<file path="src/design/kda_pkg.sv">
package kda_pkg;

  // Key count and counter width
  localparam int NUM_KEYS    = 3;
  localparam int COUNT_WIDTH = 16;

  // Field widths of the request and result channels
  localparam int KEY_BITS = 3;
  localparam int EN_W     = 3 * KEY_BITS;
  localparam int TICK_W   = 13;
  localparam int CFG_IDX_W = 3;

  // Remainder search runs one dividend bit per step
  localparam int DIV_STEPS = COUNT_WIDTH;
  localparam int STEP_W    = $clog2(DIV_STEPS);

  // Configuration register indexes
  localparam logic [CFG_IDX_W-1:0] REG_ENABLES    = 3'd0;
  localparam logic [CFG_IDX_W-1:0] REG_TRIG_BASE  = 3'd1;
  localparam logic [CFG_IDX_W-1:0] REG_IVL_BASE   = 3'd4;

  // Per-key enable bit positions inside a key's three-bit group
  localparam int EN_PRESS   = 0;
  localparam int EN_RELEASE = 1;
  localparam int EN_REPEAT  = 2;

  typedef logic [COUNT_WIDTH-1:0]            count_t;
  typedef logic [TICK_W-1:0]                 tick_t;
  typedef logic [NUM_KEYS-1:0][TICK_W-1:0]   tick_arr_t;

  // Controller to datapath
  typedef struct packed {
    logic load;
    logic step;
    logic commit;
  } ctrl_cmd_t;

  // Datapath to controller
  typedef struct packed {
    logic out_free;
  } dp_status_t;

endpackage

</file>
<file path="src/design/kda_cfg.sv">
module kda_cfg (
  input  logic                          clk,
  input  logic                          rst_n,
  input  logic                          cfg_valid,
  output logic                          cfg_ready,
  input  logic [kda_pkg::CFG_IDX_W-1:0] cfg_index,
  input  logic [kda_pkg::TICK_W-1:0]    cfg_data,
  output logic [kda_pkg::EN_W-1:0]      enables,
  output kda_pkg::tick_arr_t            trig_ticks,
  output kda_pkg::tick_arr_t            ivl_ticks
);
  import kda_pkg::*;

  logic [EN_W-1:0] enables_r;
  tick_arr_t       trig_r;
  tick_arr_t       ivl_r;
  logic            wr;

  assign cfg_ready = 1'b1;
  assign wr        = cfg_valid & cfg_ready;

  // Decode the index and update the addressed register; other indexes drop
  always_ff @(posedge clk) begin
    if (!rst_n) begin
      enables_r <= '0;
      for (int k = 0; k < NUM_KEYS; k++) begin
        trig_r[k] <= TICK_W'(1);
        ivl_r[k]  <= TICK_W'(1);
      end
    end else if (wr) begin
      if (cfg_index == REG_ENABLES) begin
        enables_r <= cfg_data[EN_W-1:0];
      end
      for (int k = 0; k < NUM_KEYS; k++) begin
        if (cfg_index == REG_TRIG_BASE + CFG_IDX_W'(k)) begin
          trig_r[k] <= cfg_data;
        end
        if (cfg_index == REG_IVL_BASE + CFG_IDX_W'(k)) begin
          ivl_r[k] <= cfg_data;
        end
      end
    end
  end

  assign enables    = enables_r;
  assign trig_ticks = trig_r;
  assign ivl_ticks  = ivl_r;

endmodule

</file>
<file path="src/design/kda_ctrl.sv">
module kda_ctrl (
  input  logic                clk,
  input  logic                rst_n,
  input  logic                in_valid,
  output logic                in_stall,
  input  kda_pkg::dp_status_t status,
  output kda_pkg::ctrl_cmd_t  cmd
);
  import kda_pkg::*;

  localparam logic [1:0] S_IDLE = 2'd0;
  localparam logic [1:0] S_DIV  = 2'd1;
  localparam logic [1:0] S_DONE = 2'd2;

  logic [1:0]        state_r, state_nxt;
  logic [STEP_W-1:0] step_r, step_nxt;

  assign in_stall = (state_r != S_IDLE);

  // Sequence one tick: take the request, run the remainder steps, commit
  always_comb begin
    state_nxt  = state_r;
    step_nxt   = step_r;
    cmd.load   = 1'b0;
    cmd.step   = 1'b0;
    cmd.commit = 1'b0;
    case (state_r)
      S_IDLE: begin
        if (in_valid) begin
          cmd.load  = 1'b1;
          step_nxt  = '0;
          state_nxt = S_DIV;
        end
      end
      S_DIV: begin
        cmd.step = 1'b1;
        step_nxt = step_r + STEP_W'(1);
        if (step_r == STEP_W'(DIV_STEPS - 1)) begin
          state_nxt = S_DONE;
        end
      end
      S_DONE: begin
        if (status.out_free) begin
          cmd.commit = 1'b1;
          state_nxt  = S_IDLE;
        end
      end
      default: begin
        state_nxt = S_IDLE;
      end
    endcase
  end

  always_ff @(posedge clk) begin
    if (!rst_n) begin
      state_r <= S_IDLE;
      step_r  <= '0;
    end else begin
      state_r <= state_nxt;
      step_r  <= step_nxt;
    end
  end

  // Commit only into a free output register
  a_commit_free: assert property (@(posedge clk) disable iff (!rst_n)
    cmd.commit |-> status.out_free) else $error("commit into busy output");

  // Commands are mutually exclusive
  a_cmd_onehot: assert property (@(posedge clk) disable iff (!rst_n)
    $onehot0({cmd.load, cmd.step, cmd.commit})) else $error("overlapping commands");

  // A load is followed by the first remainder step
  a_load_then_step: assert property (@(posedge clk) disable iff (!rst_n)
    cmd.load |=> cmd.step) else $error("load not followed by step");

endmodule

</file>
<file path="src/design/kda_datapath.sv">
module kda_datapath (
  input  logic                         clk,
  input  logic                         rst_n,
  input  kda_pkg::ctrl_cmd_t           cmd,
  output kda_pkg::dp_status_t          status,
  input  logic [kda_pkg::KEY_BITS-1:0] in_pin_levels,
  input  logic [kda_pkg::EN_W-1:0]     enables,
  input  kda_pkg::tick_arr_t           trig_ticks,
  input  kda_pkg::tick_arr_t           ivl_ticks,
  output logic                         out_valid,
  input  logic                         out_stall,
  output logic [kda_pkg::KEY_BITS-1:0] out_press_events,
  output logic [kda_pkg::KEY_BITS-1:0] out_release_events,
  output logic [kda_pkg::KEY_BITS-1:0] out_repeat_events,
  output logic [kda_pkg::KEY_BITS-1:0] out_held_keys
);
  import kda_pkg::*;

  // Per-key state
  logic   [NUM_KEYS-1:0] flag_r, flag_nxt;
  count_t                count_r [NUM_KEYS];
  count_t                count_nxt [NUM_KEYS];

  // Per-tick working registers
  logic   [KEY_BITS-1:0] pins_r;
  count_t                c_r   [NUM_KEYS];
  count_t                dvd_r [NUM_KEYS];
  tick_t                 rem_r [NUM_KEYS];
  tick_t                 rem_nxt [NUM_KEYS];

  // Output register
  logic                  out_valid_r;
  logic   [KEY_BITS-1:0] press_r, release_r, repeat_r, held_r;
  logic   [KEY_BITS-1:0] press_nxt, release_nxt, repeat_nxt, held_nxt;

  tick_t                 trig_eff [NUM_KEYS];
  tick_t                 ivl_eff  [NUM_KEYS];

  // A zero trigger or interval acts as one
  always_comb begin
    for (int k = 0; k < NUM_KEYS; k++) begin
      trig_eff[k] = (trig_ticks[k] == '0) ? TICK_W'(1) : trig_ticks[k];
      ivl_eff[k]  = (ivl_ticks[k] == '0) ? TICK_W'(1) : ivl_ticks[k];
    end
  end

  // One restoring remainder step per key: shift in a dividend bit, subtract if it fits
  always_comb begin
    logic [TICK_W:0] sh;
    sh = '0;
    for (int k = 0; k < NUM_KEYS; k++) begin
      sh = {rem_r[k], dvd_r[k][COUNT_WIDTH-1]};
      if (sh >= {1'b0, ivl_eff[k]}) begin
        sh = sh - {1'b0, ivl_eff[k]};
      end
      rem_nxt[k] = sh[TICK_W-1:0];
    end
  end

  // Load the tick, then advance the remainder search
  always_ff @(posedge clk) begin
    if (cmd.load) begin
      pins_r <= in_pin_levels;
      for (int k = 0; k < NUM_KEYS; k++) begin
        c_r[k]   <= count_r[k] + COUNT_WIDTH'(1);
        dvd_r[k] <= count_r[k] + COUNT_WIDTH'(1) - COUNT_WIDTH'(trig_eff[k]);
        rem_r[k] <= '0;
      end
    end else if (cmd.step) begin
      for (int k = 0; k < NUM_KEYS; k++) begin
        dvd_r[k] <= {dvd_r[k][COUNT_WIDTH-2:0], 1'b0};
        rem_r[k] <= rem_nxt[k];
      end
    end
  end

  // Work out each key's next state and its events
  always_comb begin
    logic [2:0] en;
    logic       rep;
    en          = '0;
    rep         = 1'b0;
    press_nxt   = '0;
    release_nxt = '0;
    repeat_nxt  = '0;
    held_nxt    = '0;
    flag_nxt    = flag_r;
    for (int k = 0; k < NUM_KEYS; k++) begin
      count_nxt[k] = count_r[k];
      en  = enables[3*k +: 3];
      rep = 1'b0;
      if (!pins_r[k]) begin
        if (!flag_r[k]) begin
          flag_nxt[k] = 1'b1;
        end else if (count_r[k] != '1) begin
          count_nxt[k] = c_r[k];
          if (c_r[k] == COUNT_WIDTH'(1)) begin
            press_nxt[k] = en[EN_PRESS];
          end
          if (c_r[k] == COUNT_WIDTH'(trig_eff[k])) begin
            rep = 1'b1;
          end else if (c_r[k] > COUNT_WIDTH'(trig_eff[k]) && rem_r[k] == '0) begin
            rep = 1'b1;
          end
          repeat_nxt[k] = rep & en[EN_REPEAT];
        end
      end else if (flag_r[k]) begin
        flag_nxt[k] = 1'b0;
        if (count_r[k] != '0) begin
          count_nxt[k]   = '0;
          release_nxt[k] = en[EN_RELEASE];
        end
      end
      held_nxt[k] = (count_nxt[k] != '0);
    end
  end

  // Commit key state
  always_ff @(posedge clk) begin
    if (!rst_n) begin
      flag_r <= '0;
      for (int k = 0; k < NUM_KEYS; k++) begin
        count_r[k] <= '0;
      end
    end else if (cmd.commit) begin
      flag_r <= flag_nxt;
      for (int k = 0; k < NUM_KEYS; k++) begin
        count_r[k] <= count_nxt[k];
      end
    end
  end

  // Output register: fill on commit, drop when taken
  always_ff @(posedge clk) begin
    if (!rst_n) begin
      out_valid_r <= 1'b0;
    end else if (cmd.commit) begin
      out_valid_r <= 1'b1;
    end else if (!out_stall) begin
      out_valid_r <= 1'b0;
    end
  end

  always_ff @(posedge clk) begin
    if (cmd.commit) begin
      press_r   <= press_nxt;
      release_r <= release_nxt;
      repeat_r  <= repeat_nxt;
      held_r    <= held_nxt;
    end
  end

  assign status.out_free    = !out_valid_r || !out_stall;
  assign out_valid          = out_valid_r;
  assign out_press_events   = press_r;
  assign out_release_events = release_r;
  assign out_repeat_events  = repeat_r;
  assign out_held_keys      = held_r;

  // A key that has counted is still debounced
  a_count_flag: assert property (@(posedge clk) disable iff (!rst_n)
    ((count_r[0] != '0) |-> flag_r[0])) else $error("key count without debounce flag");

  // A press leaves the key held
  a_press_held: assert property (@(posedge clk) disable iff (!rst_n)
    out_valid_r |-> ((out_press_events & ~out_held_keys) == '0))
    else $error("press event on key not held");

  // A release leaves the key not held
  a_release_free: assert property (@(posedge clk) disable iff (!rst_n)
    out_valid_r |-> ((out_release_events & out_held_keys) == '0))
    else $error("release event on held key");

endmodule

</file>
<file path="src/design/key_debounce_autorepeat.sv">
// Three-key debounce with press, release and auto-repeat events. Each request
// is one scan tick carrying the active-low pin levels; each tick yields exactly
// one result. An accepted tick is loaded, runs 16 remainder steps and is then
// committed to the output register; the commit waits while a stalled result
// still occupies that register. The next request is taken on the cycle after
// the commit, so a new tick is not accepted while one is in flight.
// The 16 steps are the bit-serial remainder search that finds the repeat phase,
// one bit of the 16-bit held count per cycle, run on all keys in parallel. A
// finished result waits in the output register while the next tick is already
// accepted. Configuration writes are always ready and must only be issued while
// no tick is in flight.
module key_debounce_autorepeat (
  input  logic                          clk,
  input  logic                          rst_n,
  input  logic                          in_valid,
  output logic                          in_stall,
  input  logic [kda_pkg::KEY_BITS-1:0]  in_pin_levels,
  output logic                          out_valid,
  input  logic                          out_stall,
  output logic [kda_pkg::KEY_BITS-1:0]  out_press_events,
  output logic [kda_pkg::KEY_BITS-1:0]  out_release_events,
  output logic [kda_pkg::KEY_BITS-1:0]  out_repeat_events,
  output logic [kda_pkg::KEY_BITS-1:0]  out_held_keys,
  input  logic                          cfg_valid,
  output logic                          cfg_ready,
  input  logic [kda_pkg::CFG_IDX_W-1:0] cfg_index,
  input  logic [kda_pkg::TICK_W-1:0]    cfg_data
);
  import kda_pkg::*;

  logic [EN_W-1:0] enables;
  tick_arr_t       trig_ticks;
  tick_arr_t       ivl_ticks;
  ctrl_cmd_t       cmd;
  dp_status_t      status;

  kda_cfg u_cfg (
    .clk        (clk),
    .rst_n      (rst_n),
    .cfg_valid  (cfg_valid),
    .cfg_ready  (cfg_ready),
    .cfg_index  (cfg_index),
    .cfg_data   (cfg_data),
    .enables    (enables),
    .trig_ticks (trig_ticks),
    .ivl_ticks  (ivl_ticks)
  );

  kda_ctrl u_ctrl (
    .clk      (clk),
    .rst_n    (rst_n),
    .in_valid (in_valid),
    .in_stall (in_stall),
    .status   (status),
    .cmd      (cmd)
  );

  kda_datapath u_dp (
    .clk                (clk),
    .rst_n              (rst_n),
    .cmd                (cmd),
    .status             (status),
    .in_pin_levels      (in_pin_levels),
    .enables            (enables),
    .trig_ticks         (trig_ticks),
    .ivl_ticks          (ivl_ticks),
    .out_valid          (out_valid),
    .out_stall          (out_stall),
    .out_press_events   (out_press_events),
    .out_release_events (out_release_events),
    .out_repeat_events  (out_repeat_events),
    .out_held_keys      (out_held_keys)
  );

endmodule
</file>
<file path="config.mk">
export PLATFORM = sky130hd
export DESIGN_NAME = key_debounce_autorepeat
export DESIGN_NICKNAME = d
export VERILOG_FILES = /design/src/design/kda_pkg.sv /design/src/design/kda_cfg.sv /design/src/design/kda_ctrl.sv /design/src/design/kda_datapath.sv /design/src/design/key_debounce_autorepeat.sv
export SDC_FILE = /design/constraint.sdc
export NUM_CORES = 1
export LEC_CHECK = 0
export BUFFER_PORTS_ARGS = -buffer_cell sky130_fd_sc_hd__buf_2
export CORE_MARGIN = 2
export CORE_UTILIZATION = 58
export CTS_CLUSTER_DIAMETER = 60
export DETAILED_ROUTE_END_ITERATION = 10
export HOLD_SLACK_MARGIN = 0.08
export PLACE_DENSITY_LB_ADDON = 0.05
export SYNTH_ARGS = -nofsm -noshare
export SYNTH_HDL_FRONTEND = slang
export SYNTH_SLANG_ARGS = --single-unit
</file>
<file path="constraint.sdc">
create_clock -name clk -period 4.2 [get_ports clk]
set_input_delay 0.84 -clock clk [delete_from_list [all_inputs] [get_ports clk]]
set_output_delay 0.84 -clock clk [all_outputs]
set_load 0.02 [all_outputs]
</file>
-- Yosys cells after proc, flatten, opt, wreduce, memory -nomap -nowiden
Memories as Yosys holds them, arrays and structs flattened.
Index checks and enable logic that the tools add are counted.
- equal/unequal tests: 22
- muxes and demuxes: 73
- $add $sub $neg: 10
- order comparisons: 6
- bitwise operators: 21
- reductions and logical operators: 43
- operators with widths (kind ; count):
    2-to-1 mux 16 bit ; 21
    2-to-1 mux 13 bit ; 12
    zero test 13 bit ; 9
    nonzero test 16 bit ; 6
    adder 16 x 1 -> 16 bit, second input constant ; 3
    == test 16 x 1 -> 1 bit, second input constant ; 3
    == test 16 x 13 -> 1 bit ; 3
    greater-than comparator 16 x 13 -> 1 bit ; 3
    != test 16 bit, second input constant ; 3
    subtractor 16 x 13 -> 16 bit ; 3
    >= comparator 14 x 13 -> 1 bit ; 3
    subtractor 13 bit ; 3
    2-to-1 mux 1 bit ; 34
    AND reduction 2 bit ; 8
    AND reduction 3 bit ; 4
    OR reduction 4 bit ; 3
    == test 3 bit, second input constant ; 3
    inverter 1 bit ; 9
    OR 1 bit ; 9
    OR reduction 3 bit ; 3
    case mux 4 bit (2 select lines) ; 1
    == test 3 x 2 -> 1 bit, second input constant ; 2
    2-to-1 mux 2 bit ; 3
    case mux 2 bit (3 select lines) ; 1
    15 further kinds ; 23
- memories: 4
- logic and storage cells: 201
- output and inout bits: 15
- flip-flop bits (word level): 112
- bits in writable memories: 183
- bits of input ports: 24
- memory list (name ; words ; bits a word ; rd ports ; clocked after memory_dff ; write ports ; line ; text):
    u_dp.c_r ; 3 ; 16 ; 3 ; 0 ; 3 ; kda_datapath.sv:26 ; count_t c_r [NUM_KEYS];
    u_dp.count_r ; 3 ; 16 ; 3 ; 0 ; 3 ; kda_datapath.sv:21 ; count_t count_r [NUM_KEYS];
    u_dp.dvd_r ; 3 ; 16 ; 3 ; 0 ; 3 ; kda_datapath.sv:27 ; count_t dvd_r [NUM_KEYS];
    u_dp.rem_r ; 3 ; 13 ; 3 ; 0 ; 3 ; kda_datapath.sv:28 ; tick_t rem_r [NUM_KEYS];

-- Depth between registers and ports, before layout
- depth after elaboration: 10
- mapped depth: 14
- mapped depth without buffers: 14

-- Cells and area by module
A second synthesis with hierarchy kept.
- cells, all modules: 1855
- area, all modules: 17875.9 µm²
- by module, submodules not included (module ; seq. area each (µm²) ; times used ; cells each ; area each (µm²)):
    kda_datapath ; 6025.8 ; 1 ; 1514 ; 14333.7
    kda_cfg ; 1741.7 ; 1 ; 306 ; 3198.1
    kda_ctrl ; 120.1 ; 1 ; 35 ; 344.1

-- Least setup slack after synthesis
OpenSTA, ideal clock, no wires.
- path kind: input to register
- start: input port in_valid
- end: memory u_dp.dvd_r[0][0] (netlist name), enable pin
- arrival: 3.887 ns
- setup time: 0.441 ns
- data required time: 3.759 ns
- path slack: -0.128 ns
- stages on the path: 4
- buffers on the path: 0
- path through: nand2_1 -> inv_1 -> nor2_1 -> inv_1
- RTL lines (item ; line ; text):
    from (decl) ; key_debounce_autorepeat.sv:15 ; input logic in_valid,
    to (decl) ; kda_datapath.sv:27 ;

==> flow_summary_export.csv <==
group,metric,value,unit
status,status,"completed",
critical_path,startpoint_type,"register",
timing,maxSlewHeadroom,23.4,%
clocking,tritoncts,"yes",
timing,setup_tns,0,ns
timing,worstMarginPinSlew,1.14,ns
clocking,clockBufferDepth,3,
synth,yosys_warnings,0,
power_and_ir_drop,switchingPower,2330,uW
floorplan,placeableCoreArea,29900,sq um
placed_design,place_congestion,0.953,
drt,ant_nets,0,
clocking,cts.sinks,295,
critical_path,critPathLaunch,"u_cfg.ivl_ticks[22]",
synth,syn-cell-area,17700,sq um
global_routing,grt_max_degree,91,
timing,slew_viol_final,0,
critical_path,crit_cells,13,
critical_path,endpoint_kind,"register",
timing,rsz0062_at_grt,"no",
drt,drc,0,
critical_path,cp_cell_sequence,"nor4_1, a31o_2, ha_1, fa_1, nand2b_1, a21boi_1, o21ai_0, a21oi_1, a211oi_1, buf_4, nor2_1, nor2_1, a211oi_1",
synth,ys_seq_area_share,44.6,%
critical_path,cp_slowest_cell,"nor2_1",
synth,avgSynthCellArea,9.12,sq um
power_and_ir_drop,ir_drop,0.325,mV
synth,async_flop_share,0,%
critical_path,rrSetupSlack,0.55,ns
placed_design,io_buffers,37,
cells_and_area,synthToLayoutAreaGrowth,10.2,%
power_and_ir_drop,p_sw_share,28.0,%
critical_path,reg2regPathDepth,13,
clocking,path_clk_slew,0.06,ns
power_and_ir_drop,p_comb_share,18.3,%
drt,wl,44300,um
timing,fin_crit_sh,87.0,%
critical_path,cp-endpoint,"u_dp.rem_r[0][14]",
floorplan,rows,63,
synth,syn_nets,2095,
floorplan,fp.dieW,179,um
timing,hold_viol,0,
global_routing,antenna_found_initial,1,
floorplan,die_y,179,um
global_routing,grt_pass1_vias,13449,
floorplan,io_pins,39,
critical_path,crit_arrival,3.99,ns
placed_design,dp_hpwl,31400,um
critical_path,required,4.54,ns
run,maxCapViolCount,0,
clocking,clkLatencyLatePin,0.53,ns
drt,drtPass1Iterations,5,
clocking,holdBufCountCts,0,
critical_path,crit_buf_inv,1,
placed_design,dp.cells,2310,
critical_path,crit_type,"reg2reg",
floorplan,dieArea,31900,sq um
timing,post-route-min-period,3.65,ns
power_and_ir_drop,internal_power,5990,uW
critical_path,crit_family,"compound AO/OA/AOI/OAI gates",
power_and_ir_drop,power_leakage,0.00721,uW
critical_path,crit_fanout,13,
synth,ys.flop_type,"edfxtp_1",
min_path,hp-start,"u_cfg.enables[1]",
critical_path,timing.rr.start,"u_cfg.ivl_ticks[22]",
drt,drtIter0Drc,1154,
clocking,cts-root-buf,"clkbuf_16",
critical_path,critPathMaxStageDelay,0.71,ns
global_routing,grt_pass1_wl,70600,um
power_and_ir_drop,p_per_area,426,nW/um^2
synth,ys_ff_latch,295,
cells_and_area,fillers,2449,
floorplan,start_util,59.2,%
timing,finalSetupViolations,0,
min_path,hold_path.class,"reg2reg",
drt,vias,14224,
global_routing,grt_overflow,0,
clocking,cts_made_buffers,37,
timing,fin_skew,0.0207,ns
cells_and_area,final_nets,2113,
power_and_ir_drop,pwr-share-clk,39.2,%
cells_and_area,final_layout_size_suffix_gt1_share,6.99,%
critical_path,r2r_end,"u_dp.rem_r[0][14]",
synth,syn_inst,1941,
timing,fmax,274,MHz
clocking,cts_setup_buffers,0,
synth,synth.distinct_cells,69,
clocking,cts-htree-levels,2,
drt,viasPerCell,5.98,
global_routing,grt_usage,28.0,%
drt,wl_per_cell,18.6,um
synth,synth_edf_count,198,
cells_and_area,fin_cells,2379,
power_and_ir_drop,seqPwrFrac,42.4,%
clocking,cts-resized-gates,0,
-- cell families (layout without fill, tap and decap cells) --
family / Yosys count / in the layout / synth area share [%]
simple gates: 772 / 772 / 20.4
other cells: 1 / 2 / 0.0212
buf+inv: 199 / 246 / 4.32
xor+xnor: 96 / 96 / 4.75
mux: 18 / 18 / 1.03
compound gates: 430 / 430 / 15.5
flops: 295 / 295 / 44.6
fa+ha+maj: 130 / 130 / 9.45
-- final cells by class --
cell class	count	area [sq um]	share of cell area, %
antenna	1	2.50	0.0128
clock buffer	58	1180	6.04
clock inverter	10	91.3	0.468
inverter	125	473	2.43
multi-input combinational	1447	9060	46.5
sequential	295	7890	40.4
tap	390	488	2.50
timing repair buffer	53	318	1.63
-- flip-flops by register name (all words and copies together) (netlist names) --
signal / cells
u_cfg.enables: 9
u_cfg.ivl_ticks: 39
u_cfg.trig_ticks: 39
u_ctrl.state_r: 2
u_ctrl.step_r: 4
u_dp.c_r: 48
u_dp.count_r: 48
u_dp.dvd_r: 48
u_dp.flag_r: 3
u_dp.out_held_keys: 3
u_dp.out_press_events: 3
u_dp.out_release_events: 3
u_dp.out_repeat_events: 3
u_dp.out_valid: 1
u_dp.pins_r: 3
u_dp.rem_r: 39
-- cell usage in the layout (no fill, tap or decap), types with 17 or more instances in the layout --
master and instances:
nor3_1 41, nor2b_1 27, o21ai_0 56, xnor2_1 56, buf_2 37, a21o_1 24
clkbuf_16 41, nand2_1 307, a21boi_0 88, dfxtp_1 97, inv_1 123, ha_1 124
a21oi_1 150, and3_1 17, edfxtp_1 198, nor4_1 41, nor2_1 148, nand2b_1 23
nand4_1 28, nand3_1 75, xor2_1 40
-- power groups by stage --
stage / registers [uW] / clock network, uW / logic, uW
global placement: 3580 / 0 / 1470
floorplan: 3520 / 0 / 1190
finish: 3530 / 3260 / 1520
global route: 3550 / 3430 / 1710
detailed placement: 3580 / 0 / 1500
CTS: 3520 / 3310 / 1510
-- synth_stat cells (all sizes together) (24+ instances only) --
| library cell | number | area [sq um] |
|---|---|---|
| a21boi | 91 | 683 |
| a21o | 24 | 180 |
| a21oi | 152 | 764 |
| clkbuf | 56 | 210 |
| dfxtp | 97 | 1940 |
| edfxtp | 198 | 5950 |
| ha | 124 | 1550 |
| inv | 125 | 469 |
| nand2 | 307 | 1150 |
| nand2b | 25 | 156 |
| nand3 | 75 | 375 |
| nand4 | 28 | 175 |
| nor2 | 148 | 556 |
| nor2b | 28 | 175 |
| nor3 | 41 | 205 |
| nor4 | 41 | 257 |
| o21ai | 72 | 372 |
| xnor2 | 56 | 490 |
| xor2 | 40 | 350 |
-- how the worst min path moves through the flow --
stage / end / slack, ns / depth (start not counted)
4_1_cts: u_ctrl.step_r[3] / 0.46 / 1
3_3_place_gp: u_ctrl.step_r[3] / 0.45 / 1
6_report: u_cfg.enables[1] / 0.46 / 2
3_5_place_dp: u_ctrl.step_r[3] / 0.46 / 1
2_1_floorplan: u_ctrl.step_r[3] / 0.42 / 1
5_1_grt: u_dp.pins_r[2] / 0.49 / 1
-- stage by stage --
step	power, uW	hold WS [ns]	worst slack [ns]	util, %	area, sq um
final	8310	0.462	0.547	65.3	19500
after global routing	8690	0.492	0.271	65.3	19500
after CTS	8350	0.464	0.584	65.3	19500
after detailed placement	5080	0.457	0.619	61.0	18200
after global placement	5040	0.447	0.730	61.0	18200
after floorplan	4710	0.423	0.418	-	17700
-- metal layers --
metal | part of all wire [%] | wire (um) | global-route usage, % | up-vias
met3 | 6.6 | 2920 | 4.73 | 80
li1 | - | - | - | 6956
met4 | 2.4 | 1080 | 8.23 | 0
met5 | 0 | 0 | 0 | -
met1 | 46 | 20500 | 40.1 | 6753
met2 | 45 | 19800 | 44.0 | 435
-- worst reg2reg max path, cell delays in order, from the launching register on --
cell and delay (ns):
dfxtp_1 0.36, nor4_1 0.08, a31o_2 0.24, ha_1 0.21
fa_1 0.38, nand2b_1 0.17, a21boi_1 0.17, o21ai_0 0.13
a21oi_1 0.32, a211oi_1 0.12, buf_4 0.19, nor2_1 0.71
nor2_1 0.11, a211oi_1 0.26
Note: power is estimated with default switching activity, not from simulation.
